`src/sts_pkg.sv`:
```
// shared types, token codes and character helpers for the source token scanner
package sts_pkg;

  localparam int LINE_W      = 24;
  localparam int COL_W       = 16;
  localparam int INT_W       = 64;
  localparam int FRAC_W      = 60;
  localparam int FCNT_W      = 5;
  localparam int NLEN_W      = 16;
  localparam int MAX_FRAC    = 18;
  localparam int QDEPTH      = 4;
  localparam int QCNT_W      = 3;

  localparam logic [LINE_W-1:0] LINE_MAX = {LINE_W{1'b1}};
  localparam logic [COL_W-1:0]  COL_MAX  = {COL_W{1'b1}};
  localparam logic [NLEN_W-1:0] NLEN_MAX = {NLEN_W{1'b1}};

  // token kinds
  localparam logic [4:0] KIND_LITERAL = 5'd0;
  localparam logic [4:0] KIND_IDENT   = 5'd1;
  localparam logic [4:0] KIND_STAR    = 5'd3;
  localparam logic [4:0] KIND_SLASH   = 5'd4;
  localparam logic [4:0] KIND_PLUS    = 5'd5;
  localparam logic [4:0] KIND_MINUS   = 5'd6;
  localparam logic [4:0] KIND_PERCENT = 5'd7;
  localparam logic [4:0] KIND_COMMA   = 5'd8;
  localparam logic [4:0] KIND_LPAREN  = 5'd9;
  localparam logic [4:0] KIND_RPAREN  = 5'd10;
  localparam logic [4:0] KIND_LBRACK  = 5'd11;
  localparam logic [4:0] KIND_RBRACK  = 5'd12;
  localparam logic [4:0] KIND_LBRACE  = 5'd13;
  localparam logic [4:0] KIND_RBRACE  = 5'd14;
  localparam logic [4:0] KIND_PIPE    = 5'd15;
  localparam logic [4:0] KIND_MAP     = 5'd16;
  localparam logic [4:0] KIND_COLON   = 5'd17;
  localparam logic [4:0] KIND_LT      = 5'd18;
  localparam logic [4:0] KIND_LE      = 5'd19;
  localparam logic [4:0] KIND_GT      = 5'd20;
  localparam logic [4:0] KIND_GE      = 5'd21;
  localparam logic [4:0] KIND_EQ      = 5'd22;
  localparam logic [4:0] KIND_END     = 5'd23;
  localparam logic [4:0] KIND_ERROR   = 5'd24;

  // literal kinds
  localparam logic [2:0] LIT_INT  = 3'd0;
  localparam logic [2:0] LIT_FRAC = 3'd1;

  // keyword candidates
  localparam logic [1:0] KW_NONE  = 2'd0;
  localparam logic [1:0] KW_TRUE  = 2'd1;
  localparam logic [1:0] KW_FALSE = 2'd2;
  localparam logic [1:0] KW_NIL   = 2'd3;

  typedef struct packed {
    logic [4:0]              token_kind;
    logic [2:0]              literal_kind;
    logic [LINE_W-1:0]       line_number;
    logic [COL_W-1:0]        column_number;
    logic signed [INT_W-1:0] int_value;
    logic [FRAC_W-1:0]       fraction_digits;
    logic [FCNT_W-1:0]       fraction_count;
    logic [NLEN_W-1:0]       name_length;
    logic                    last;
  } res_t;

  function automatic logic is_letter(input logic [7:0] c);
    return (c inside {[8'h61:8'h7a]}) || (c inside {[8'h41:8'h5a]});
  endfunction

  function automatic logic is_num_char(input logic [7:0] c);
    return c inside {[8'h30:8'h39]};
  endfunction

  function automatic logic is_ident_char(input logic [7:0] c);
    return is_letter(c) || is_num_char(c) || (c inside {8'h5f, 8'h3f});
  endfunction

  function automatic logic [2:0] kw_len(input logic [1:0] kw);
    case (kw)
      KW_TRUE:  return 3'd4;
      KW_FALSE: return 3'd5;
      KW_NIL:   return 3'd3;
      default:  return 3'd0;
    endcase
  endfunction

  function automatic logic [7:0] kw_char(input logic [1:0] kw, input logic [2:0] idx);
    logic [39:0] text;
    text = '0;
    case (kw)
      KW_TRUE:  text = {8'h00, "eurt"};
      KW_FALSE: text = "eslaf";
      KW_NIL:   text = {16'h0000, "lin"};
      default:  text = '0;
    endcase
    // text holds the word back to front so that byte idx is character idx
    return text[idx*8 +: 8];
  endfunction

  function automatic logic [FRAC_W-1:0] pow10(input logic [FCNT_W-1:0] n);
    case (n)
      5'd0:    return 60'd1;
      5'd1:    return 60'd10;
      5'd2:    return 60'd100;
      5'd3:    return 60'd1000;
      5'd4:    return 60'd10000;
      5'd5:    return 60'd100000;
      5'd6:    return 60'd1000000;
      5'd7:    return 60'd10000000;
      5'd8:    return 60'd100000000;
      5'd9:    return 60'd1000000000;
      5'd10:   return 60'd10000000000;
      5'd11:   return 60'd100000000000;
      5'd12:   return 60'd1000000000000;
      5'd13:   return 60'd10000000000000;
      5'd14:   return 60'd100000000000000;
      5'd15:   return 60'd1000000000000000;
      5'd16:   return 60'd10000000000000000;
      5'd17:   return 60'd100000000000000000;
      default: return 60'd1000000000000000000;
    endcase
  endfunction

endpackage

```
`src/sts_core.sv`:
```
// scanner state and per-byte next-state logic, up to two tokens per step
module sts_core (
  input  logic          clk,
  input  logic          rst_n,
  input  logic          step,
  input  logic [7:0]    char_code,
  input  logic          end_of_source,
  output sts_pkg::res_t res0,
  output sts_pkg::res_t res1,
  output logic [1:0]    res_cnt
);

  localparam logic [3:0] M_IDLE    = 4'd0;
  localparam logic [3:0] M_COMMENT = 4'd1;
  localparam logic [3:0] M_IDENT   = 4'd2;
  localparam logic [3:0] M_INT     = 4'd3;
  localparam logic [3:0] M_FRAC    = 4'd4;
  localparam logic [3:0] M_MINUS   = 4'd5;
  localparam logic [3:0] M_PERCENT = 4'd6;
  localparam logic [3:0] M_LESS    = 4'd7;
  localparam logic [3:0] M_GREATER = 4'd8;

  logic [3:0]                       mode_r, mode_nxt;
  logic [sts_pkg::LINE_W-1:0]       line_r, line_nxt, tline_r, tline_nxt;
  logic [sts_pkg::COL_W-1:0]        col_r, col_nxt, tcol_r, tcol_nxt;
  logic [sts_pkg::INT_W-1:0]        acc_r, acc_nxt;
  logic [sts_pkg::FRAC_W-1:0]       facc_r, facc_nxt;
  logic [sts_pkg::FCNT_W-1:0]       fcnt_r, fcnt_nxt;
  logic                             neg_r, neg_nxt;
  logic [sts_pkg::NLEN_W-1:0]       ilen_r, ilen_nxt;
  logic [1:0]                       kw_r, kw_nxt;

  logic [sts_pkg::COL_W-1:0]        col_inc;
  logic [sts_pkg::LINE_W-1:0]       line_inc;
  sts_pkg::res_t                    fin, st;
  logic                             fin_v, st_v, do_fs, kw_keep;
  logic [sts_pkg::INT_W-1:0]        digit64;
  logic [sts_pkg::FRAC_W-1:0]       digit60;

  assign col_inc  = (col_r < sts_pkg::COL_MAX) ? col_r + 1'b1 : col_r;
  assign line_inc = (line_r < sts_pkg::LINE_MAX) ? line_r + 1'b1 : line_r;
  assign digit64  = {{(sts_pkg::INT_W-4){1'b0}}, char_code[3:0]};
  assign digit60  = {{(sts_pkg::FRAC_W-4){1'b0}}, char_code[3:0]};
  assign kw_keep  = ({{(sts_pkg::NLEN_W-3){1'b0}}, sts_pkg::kw_len(kw_r)} > ilen_r) &&
                    (sts_pkg::kw_char(kw_r, ilen_r[2:0]) == char_code);

  // held token of the current mode
  always_comb begin
    fin               = '0;
    fin.line_number   = tline_r;
    fin.column_number = tcol_r;
    fin_v             = 1'b1;
    case (mode_r)
      M_IDENT: begin
        if (kw_r != sts_pkg::KW_NONE &&
            ilen_r == {{(sts_pkg::NLEN_W-3){1'b0}}, sts_pkg::kw_len(kw_r)}) begin
          fin.token_kind   = sts_pkg::KIND_LITERAL;
          fin.literal_kind = {1'b0, kw_r} + 3'd1;
        end else begin
          fin.token_kind  = sts_pkg::KIND_IDENT;
          fin.name_length = ilen_r;
        end
      end
      M_INT: begin
        fin.token_kind = sts_pkg::KIND_LITERAL;
        fin.int_value  = neg_r ? -acc_r : acc_r;
      end
      M_FRAC: begin
        fin.token_kind     = sts_pkg::KIND_LITERAL;
        fin.literal_kind   = sts_pkg::LIT_FRAC;
        fin.fraction_count = fcnt_r;
        // negative fractions floor the integer part and complement the digits
        if (neg_r && facc_r != '0) begin
          fin.int_value       = ~acc_r;
          fin.fraction_digits = sts_pkg::pow10(fcnt_r) - facc_r;
        end else begin
          fin.int_value       = neg_r ? -acc_r : acc_r;
          fin.fraction_digits = facc_r;
        end
      end
      M_MINUS:   fin.token_kind = sts_pkg::KIND_MINUS;
      M_PERCENT: fin.token_kind = sts_pkg::KIND_PERCENT;
      M_LESS:    fin.token_kind = sts_pkg::KIND_LT;
      M_GREATER: fin.token_kind = sts_pkg::KIND_GT;
      default:   fin_v = 1'b0;
    endcase
  end

  always_comb begin
    mode_nxt  = mode_r;
    line_nxt  = line_r;
    col_nxt   = col_r;
    tline_nxt = tline_r;
    tcol_nxt  = tcol_r;
    acc_nxt   = acc_r;
    facc_nxt  = facc_r;
    fcnt_nxt  = fcnt_r;
    neg_nxt   = neg_r;
    ilen_nxt  = ilen_r;
    kw_nxt    = kw_r;
    do_fs     = 1'b0;
    st        = '0;
    st_v      = 1'b0;
    res0      = '0;
    res1      = '0;
    res_cnt   = 2'd0;

    if (end_of_source) begin
      res0 = fin;
      st.token_kind    = sts_pkg::KIND_END;
      st.line_number   = line_r;
      st.column_number = col_r;
      st_v             = 1'b1;
      mode_nxt  = M_IDLE;
      line_nxt  = sts_pkg::LINE_W'(1);
      col_nxt   = sts_pkg::COL_W'(1);
      tline_nxt = sts_pkg::LINE_W'(1);
      tcol_nxt  = sts_pkg::COL_W'(1);
      acc_nxt   = '0;
      facc_nxt  = '0;
      fcnt_nxt  = '0;
      neg_nxt   = 1'b0;
      ilen_nxt  = '0;
      kw_nxt    = sts_pkg::KW_NONE;
    end else begin
      case (mode_r)
        M_COMMENT: begin
          if (char_code == 8'h0a) begin
            line_nxt = line_inc;
            col_nxt  = sts_pkg::COL_W'(1);
            mode_nxt = M_IDLE;
          end
        end
        M_IDENT: begin
          if (sts_pkg::is_ident_char(char_code)) begin
            if (kw_r != sts_pkg::KW_NONE && !kw_keep) kw_nxt = sts_pkg::KW_NONE;
            if (ilen_r != sts_pkg::NLEN_MAX) ilen_nxt = ilen_r + 1'b1;
            col_nxt = col_inc;
          end else begin
            do_fs = 1'b1;
          end
        end
        M_INT: begin
          if (sts_pkg::is_num_char(char_code)) begin
            acc_nxt = (acc_r << 3) + (acc_r << 1) + digit64;
            col_nxt = col_inc;
          end else if (char_code == 8'h2e) begin
            mode_nxt = M_FRAC;
            col_nxt  = col_inc;
          end else begin
            do_fs = 1'b1;
          end
        end
        M_FRAC: begin
          if (sts_pkg::is_num_char(char_code)) begin
            if (fcnt_r < sts_pkg::FCNT_W'(sts_pkg::MAX_FRAC)) begin
              facc_nxt = (facc_r << 3) + (facc_r << 1) + digit60;
              fcnt_nxt = fcnt_r + 1'b1;
            end
            col_nxt = col_inc;
          end else begin
            do_fs = 1'b1;
          end
        end
        M_MINUS: begin
          if (sts_pkg::is_num_char(char_code)) begin
            mode_nxt = M_INT;
            neg_nxt  = 1'b1;
            acc_nxt  = digit64;
            col_nxt  = col_inc;
          end else begin
            do_fs = 1'b1;
          end
        end
        M_PERCENT, M_LESS, M_GREATER: begin
          if ((mode_r == M_PERCENT && char_code == 8'h7b) ||
              (mode_r != M_PERCENT && char_code == 8'h3d)) begin
            st.line_number   = tline_r;
            st.column_number = tcol_r;
            st.token_kind    = (mode_r == M_PERCENT) ? sts_pkg::KIND_MAP :
                               (mode_r == M_LESS) ? sts_pkg::KIND_LE : sts_pkg::KIND_GE;
            st_v     = 1'b1;
            mode_nxt = M_IDLE;
            col_nxt  = col_inc;
          end else begin
            do_fs = 1'b1;
          end
        end
        default: do_fs = 1'b1;
      endcase

      if (do_fs) begin
        // close the held token, then start on this byte
        mode_nxt  = M_IDLE;
        acc_nxt   = '0;
        facc_nxt  = '0;
        fcnt_nxt  = '0;
        neg_nxt   = 1'b0;
        ilen_nxt  = '0;
        kw_nxt    = sts_pkg::KW_NONE;
        tline_nxt = line_r;
        tcol_nxt  = col_r;
        st.line_number   = line_r;
        st.column_number = col_r;
        st_v    = 1'b1;
        col_nxt = col_inc;
        case (char_code)
          8'h5b: st.token_kind = sts_pkg::KIND_LBRACK;
          8'h5d: st.token_kind = sts_pkg::KIND_RBRACK;
          8'h28: st.token_kind = sts_pkg::KIND_LPAREN;
          8'h29: st.token_kind = sts_pkg::KIND_RPAREN;
          8'h7b: st.token_kind = sts_pkg::KIND_LBRACE;
          8'h7d: st.token_kind = sts_pkg::KIND_RBRACE;
          8'h3a: st.token_kind = sts_pkg::KIND_COLON;
          8'h7c: st.token_kind = sts_pkg::KIND_PIPE;
          8'h3d: st.token_kind = sts_pkg::KIND_EQ;
          8'h2c: st.token_kind = sts_pkg::KIND_COMMA;
          8'h2a: st.token_kind = sts_pkg::KIND_STAR;
          8'h2f: st.token_kind = sts_pkg::KIND_SLASH;
          8'h2b: st.token_kind = sts_pkg::KIND_PLUS;
          8'h23: begin
            st_v     = 1'b0;
            col_nxt  = col_r;
            mode_nxt = M_COMMENT;
          end
          8'h0a: begin
            st_v     = 1'b0;
            line_nxt = line_inc;
            col_nxt  = sts_pkg::COL_W'(1);
          end
          8'h20, 8'h0d, 8'h09: st_v = 1'b0;
          8'h2d: begin
            st_v     = 1'b0;
            mode_nxt = M_MINUS;
          end
          8'h25: begin
            st_v     = 1'b0;
            mode_nxt = M_PERCENT;
          end
          8'h3c: begin
            st_v     = 1'b0;
            mode_nxt = M_LESS;
          end
          8'h3e: begin
            st_v     = 1'b0;
            mode_nxt = M_GREATER;
          end
          default: begin
            if (sts_pkg::is_letter(char_code) || char_code == 8'h5f || char_code == 8'h3f) begin
              st_v     = 1'b0;
              mode_nxt = M_IDENT;
              ilen_nxt = sts_pkg::NLEN_W'(1);
              kw_nxt   = (char_code == 8'h74) ? sts_pkg::KW_TRUE :
                         (char_code == 8'h66) ? sts_pkg::KW_FALSE :
                         (char_code == 8'h6e) ? sts_pkg::KW_NIL : sts_pkg::KW_NONE;
            end else if (sts_pkg::is_num_char(char_code)) begin
              st_v     = 1'b0;
              mode_nxt = M_INT;
              acc_nxt  = digit64;
            end else begin
              st.token_kind = sts_pkg::KIND_ERROR;
            end
          end
        endcase
      end
    end

    // held token goes first when there is one
    if ((end_of_source || do_fs) && fin_v) begin
      res0 = fin;
      res1 = st;
      res_cnt = st_v ? 2'd2 : 2'd1;
    end else begin
      res0 = st;
      res_cnt = {1'b0, st_v};
    end
    if (res_cnt == 2'd1) res0.last = 1'b1;
    if (res_cnt == 2'd2) res1.last = 1'b1;
  end

  always_ff @(posedge clk) begin
    if (!rst_n) begin
      mode_r  <= M_IDLE;
      line_r  <= sts_pkg::LINE_W'(1);
      col_r   <= sts_pkg::COL_W'(1);
      tline_r <= sts_pkg::LINE_W'(1);
      tcol_r  <= sts_pkg::COL_W'(1);
      acc_r   <= '0;
      facc_r  <= '0;
      fcnt_r  <= '0;
      neg_r   <= 1'b0;
      ilen_r  <= '0;
      kw_r    <= sts_pkg::KW_NONE;
    end else if (step) begin
      mode_r  <= mode_nxt;
      line_r  <= line_nxt;
      col_r   <= col_nxt;
      tline_r <= tline_nxt;
      tcol_r  <= tcol_nxt;
      acc_r   <= acc_nxt;
      facc_r  <= facc_nxt;
      fcnt_r  <= fcnt_nxt;
      neg_r   <= neg_nxt;
      ilen_r  <= ilen_nxt;
      kw_r    <= kw_nxt;
    end
  end

  a_eos_resets: assert property (@(posedge clk) disable iff (!rst_n)
    (step && end_of_source) |=> (mode_r == M_IDLE && line_r == sts_pkg::LINE_W'(1) &&
                                 col_r == sts_pkg::COL_W'(1)))
    else $error("scanner state not back to start after end of source");

  a_last_on_final: assert property (@(posedge clk) disable iff (!rst_n)
    (res_cnt == 2'd2) |-> (!res0.last && res1.last))
    else $error("last flag misplaced on a two-token step");

  a_frac_count_bound: assert property (@(posedge clk) disable iff (!rst_n)
    fcnt_r <= sts_pkg::FCNT_W'(sts_pkg::MAX_FRAC))
    else $error("fraction digit count beyond limit");

endmodule

```
`src/source_token_scanner.sv`:
```
// top level of the source token scanner: input register, scanner core, token queue
//
//  channel | ports                                   | carries
//  --------+-----------------------------------------+--------------------------------
//  in      | in_valid, in_ready, in_char_code,       | one source byte or end marker
//          | in_end_of_source                        |
//  out     | out_valid, out_ready, out_token_kind .. | one token with position, value,
//          | out_last                                | name length and last flag
//
// one request per cycle is taken while in_ready is high; a byte that closes a held
// token and starts another gives two tokens, and the four-entry token queue drains
// them at one per cycle while out_ready is high. a request is registered, then
// scanned once the queue has room. reset brings line and column to one and empties
// the queue. in_ready drops only while a request waits and the queue has fewer than
// two free entries, so a stalled out side does not lose or repeat tokens.
module source_token_scanner (
  input  logic                                clk,
  input  logic                                rst_n,
  input  logic                                in_valid,
  output logic                                in_ready,
  input  logic [7:0]                          in_char_code,
  input  logic                                in_end_of_source,
  output logic                                out_valid,
  input  logic                                out_ready,
  output logic [4:0]                          out_token_kind,
  output logic [2:0]                          out_literal_kind,
  output logic [sts_pkg::LINE_W-1:0]          out_line_number,
  output logic [sts_pkg::COL_W-1:0]           out_column_number,
  output logic signed [sts_pkg::INT_W-1:0]    out_int_value,
  output logic [sts_pkg::FRAC_W-1:0]          out_fraction_digits,
  output logic [sts_pkg::FCNT_W-1:0]          out_fraction_count,
  output logic [sts_pkg::NLEN_W-1:0]          out_name_length,
  output logic                                out_last
);

  logic                        s_vld_r;
  logic [7:0]                  s_char_r;
  logic                        s_eos_r;
  logic                        step, pop;
  sts_pkg::res_t               res0, res1;
  logic [1:0]                  res_cnt;
  sts_pkg::res_t               q_r [sts_pkg::QDEPTH];
  sts_pkg::res_t               q_nxt [sts_pkg::QDEPTH];
  sts_pkg::res_t               q_sh [sts_pkg::QDEPTH];
  logic [sts_pkg::QCNT_W-1:0]  cnt_r, cnt_nxt, base;

  assign out_valid = (cnt_r != '0);
  assign pop       = out_valid && out_ready;
  assign step      = s_vld_r && (cnt_r <= sts_pkg::QCNT_W'(sts_pkg::QDEPTH - 2));
  assign in_ready  = !s_vld_r || step;
  assign base      = cnt_r - {{(sts_pkg::QCNT_W-1){1'b0}}, pop};
  assign cnt_nxt   = base + (step ? {{(sts_pkg::QCNT_W-2){1'b0}}, res_cnt} : '0);

  sts_core u_core (
    .clk           (clk),
    .rst_n         (rst_n),
    .step          (step),
    .char_code     (s_char_r),
    .end_of_source (s_eos_r),
    .res0          (res0),
    .res1          (res1),
    .res_cnt       (res_cnt)
  );

  always_comb begin
    for (int i = 0; i < sts_pkg::QDEPTH - 1; i++) q_sh[i] = q_r[i+1];
    q_sh[sts_pkg::QDEPTH-1] = q_r[sts_pkg::QDEPTH-1];
    for (int i = 0; i < sts_pkg::QDEPTH; i++) begin
      q_nxt[i] = pop ? q_sh[i] : q_r[i];
      if (step && res_cnt != 2'd0 && base == sts_pkg::QCNT_W'(i)) q_nxt[i] = res0;
      if (step && res_cnt == 2'd2 && base + 1'b1 == sts_pkg::QCNT_W'(i)) q_nxt[i] = res1;
    end
  end

  always_ff @(posedge clk) begin
    if (!rst_n) begin
      s_vld_r <= 1'b0;
      cnt_r   <= '0;
    end else begin
      if (in_ready) s_vld_r <= in_valid;
      cnt_r <= cnt_nxt;
    end
  end

  always_ff @(posedge clk) begin
    if (in_ready && in_valid) begin
      s_char_r <= in_char_code;
      s_eos_r  <= in_end_of_source;
    end
    q_r <= q_nxt;
  end

  assign out_token_kind      = q_r[0].token_kind;
  assign out_literal_kind    = q_r[0].literal_kind;
  assign out_line_number     = q_r[0].line_number;
  assign out_column_number   = q_r[0].column_number;
  assign out_int_value       = q_r[0].int_value;
  assign out_fraction_digits = q_r[0].fraction_digits;
  assign out_fraction_count  = q_r[0].fraction_count;
  assign out_name_length     = q_r[0].name_length;
  assign out_last            = q_r[0].last;

  a_queue_bound: assert property (@(posedge clk) disable iff (!rst_n)
    cnt_r <= sts_pkg::QCNT_W'(sts_pkg::QDEPTH))
    else $error("token queue overfilled");

  a_push_shows: assert property (@(posedge clk) disable iff (!rst_n)
    (step && res_cnt != 2'd0) |=> out_valid)
    else $error("scanned token not offered");

  a_pair_together: assert property (@(posedge clk) disable iff (!rst_n)
    (pop && !q_r[0].last) |-> (cnt_r >= sts_pkg::QCNT_W'(2)))
    else $error("first token of a pair left without its partner");

endmodule
```
`config.mk`:
```
export PLATFORM = sky130hd
export DESIGN_NAME = source_token_scanner
export DESIGN_NICKNAME = d
export VERILOG_FILES = /design/src/sts_pkg.sv /design/src/sts_core.sv /design/src/source_token_scanner.sv
export SDC_FILE = /design/constraint.sdc
export NUM_CORES = 2
export LEC_CHECK = 0
export BUFFER_PORTS_ARGS = -buffer_cell sky130_fd_sc_hd__buf_2
export CAP_MARGIN = 25
export CORE_MARGIN = 2
export CORE_UTILIZATION = 45
export CTS_CLUSTER_SIZE = 16
export DETAILED_ROUTE_END_ITERATION = 6
export GPL_ROUTABILITY_DRIVEN = 0
export PLACE_DENSITY_LB_ADDON = 0.15
export SLEW_MARGIN = 5
export SYNTH_ARGS = -nofsm -noshare
export SYNTH_HDL_FRONTEND = slang
export SYNTH_HIERARCHICAL = 1
export SYNTH_SLANG_ARGS = --single-unit
```
`constraint.sdc`:
```
create_clock -name clk -period 23.2 [get_ports clk]
set_input_delay 2.32 -clock clk [delete_from_list [all_inputs] [get_ports clk]]
set_output_delay 2.32 -clock clk [all_outputs]
set_load 0.05 [all_outputs]
```
==> flow_summary.json <==
{
  "wl_per_cell_um": 26.2,
  "io_buffers": 208,
  "synthesis.area_um2": 71100,
  "nNetsFinal": 7439,
  "fin_skew_ps": 31.5,
  "finalCritPeriodShare_pct": 33.5,
  "clk_path_buf_depth": 3,
  "cp_data_required_time_ps": 23580,
  "yosys-top-cells-count": "805 x o21ai_0, 785 x edfxtp_1, 588 x clkbuf_1, 397 x nand2_1, 390 x a32oi_1",
  "cts_hold_buf": 0,
  "die_area_um2": 161000,
  "cts.sinks": 1072,
  "h-tree-depth": 4,
  "drt-pass1-iter-count": 6,
  "cts_tree": "yes",
  "dp_hpwl_um": 145000,
  "drt_iter0_drc": 6999,
  "finalSetupTns_ps": 0,
  "yosys.cell_count.top_type": "o21ai_0",
  "cp_max_fo": 53,
  "ys_types": 102,
  "synth_edf_count": 785,
  "design.core.area_um2": 157000,
  "worstMarginPinSlew_ps": 1260,
  "cts_root_buffer": "clkbuf_16",
  "slowest_stage": "buf_4",
  "grt_max_degree": 194,
  "die-height_um": 401,
  "cts_buffers": 130,
  "worst_path_most_repeated_cell": "buf_4",
  "startpoint_type": "register",
  "synth-seq-cells": 1072,
  "vdd_ir_drop_max_uv": 114,
  "fmaxAchievable_mhz": 129,
  "post-route-min-period_ps": 7770,
  "ys_top_cells_by_area": "edfxtp_1 33%, dfxtp_1 8.1%, o21ai_0 5.7%",
  "worst_setup_path_end_kind": "register",
  "io_pins": 209,
  "syn_area_per_cell_um2": 9.43,
  "final_cells": 9264,
  "power_density_nw_per_um2": 107,
  "synth-main-ff-cell": "edfxtp_1",
  "ant_nets": 0,
  "slowest_delay_ps": 880,
  "die_x_um": 401,
  "placedCellCount": 9022,
  "fillers": 14700,
  "finalHoldViolCount": 0,
  "drc": 0,
  "ys_seq_area_share_pct": 41.2,
  "grt_usage_pct": 28.9,
  "worst-path-buf-inv": 4,
  "grt_overflow": 0,
  "hold_path.class": "reg2reg",
  "worstPathArrival_ps": 8160,
  "status": "completed",
  "drive_gt1_share_pct": 9.13,
  "ys_warn_count": 6,
  "cts_setup_buffers": 0,
  "grt_antenna_before_repair": 5,
  "synth_cells": 7541,
  "clkLatencyLatePin_ps": 790,
  "critPathTopFamily": "simple AND/OR/NAND/NOR gates",
  "whs_ps": 468,
  "power_mw": 8.02,
  "relSlewSlack_pct": 15.9,
  "std_cell_rows": 145,
  "wirelength_um": 243000,
  "num_vias": 62100,
  "final_max_slew_viol_count": 0,
  "cap_violations": 0,
  "cts_resized": 0,
  "cellLeakagePower_nw": 27.7,
  "area_delta_synth_final_pct": 5.86,
  "final-setup-viol-count": 0,
  "grt_setup_unrepaired": "false",
  "clkTransAtPathRegs_ps": 70,
  "synth.top_cell.area_share_pct": 33.2,
  "path_cells": "nor2b_1 > nand4_2 > o221ai_1 > o2111ai_2 > or2_2 > nand2_2 > inv_1 > ha_1 > and4b_4 > nand2_4 > o211ai_1 > buf_4 > buf_4 > buf_4",
  "viasPerCell": 6.70,
  "grt_pass1_vias": 59200,
  "initial_core_util_pct": 45.4,
  "ys_async_sr_fraction_pct": 0,
  "grt_pass1_wl_um": 370000,
  "crit_type": "reg2reg",
  "yosys.area.top_type": "edfxtp_1",
  "final_util_pct": 48.1
}
-- report_power, final --
part / internal [mW] / switching, mW
clock network: 1.17 / 0.884
registers: 2.74 / 0.148
logic: 0.472 / 2.61
-- per-stage QoR --
step,area (um2),setup WS (ps)
4_1_cts,75200,15590
5_1_grt,75300,15100
2_1_floorplan,71600,5520
6_report,75300,15430
3_5_place_dp,71000,15240
3_3_place_gp,71000,15270
-- tightest hold or removal path: stages, from the launching register on --
cell	delay, ps
dfxtp_1	330
nand2_1	50
o21ai_0	60
-- cell families after synthesis --
family	count (synthesis)	synth area share [%]
buffers and inverters	1177	8.20
AOI/OAI and AO/OA	2763	26.4
other	1	0.00528
xor gates and xnor gates	194	2.39
and+or+nand+nor	1791	12.6
adders and majority gates	328	5.84
DFF	1072	41.2
muxes	215	3.37
-- sequential cells by signal, indices dropped and copies added (netlist names), 24 cells and up, named ones only --
name,count
out_fraction_digits,60
out_int_value,64
out_line_number,24
q_r,582
u_core/acc_r,64
u_core/facc_r,60
u_core/line_r,24
u_core/tline_r,24
-- path summary, 6_finish.rpt --
path                            from                  to  slack, ps  depth (start not counted)
setup / recovery         s_char_r[2]            q_r[500]      15430                         14
hold / removal    u_core/tline_r[13]  u_core/tline_r[13]        470                          2
setup reg to reg         s_char_r[2]            q_r[500]      15430                         14
hold reg to reg   u_core/tline_r[13]  u_core/tline_r[13]        470                          2
-- area by class of cell --
class | count | area [um2] | share of cell area (%)
clock buffers | 173 | 3480 | 4.62
repair buffers | 322 | 1980 | 2.63
diodes | 1 | 2.50 | 0.00333
inverters | 133 | 500 | 0.665
multi-input cells | 5439 | 36700 | 48.7
clock inverters | 66 | 722 | 0.959
well taps | 2058 | 2570 | 3.42
flip-flops and latches | 1072 | 29300 | 39.0
-- layer usage --
layer	GRT usage (%)	up-vias	share of wire (%)
li1	-	27800	-
met1	40.9	30600	44
met2	45.1	3221	45
met3	4.34	441	8.3
met4	9.63	4	3.1
met5	0	-	0.011
-- cells in the final DEF, fill, tap and decap left out, types with 65 or more instances in the layout --
master	count
xnor2_1	101
nand2_1	391
ha_1	322
nor3_1	300
nor2_1	300
conb_1	148
a2bb2oi_1	383
dfxtp_1	286
a22o_1	81
a21o_1	108
buf_4	108
a31oi_1	279
nand3_1	302
mux2_2	71
o21ai_0	805
mux2_1	125
inv_1	131
nor2b_1	97
buf_2	207
a21oi_1	318
xor2_1	93
edfxtp_1	785
nand4_1	65
a32oi_1	390
and3_1	79
clkbuf_16	131
No activity file was read; power rests on OpenSTA's default activity.
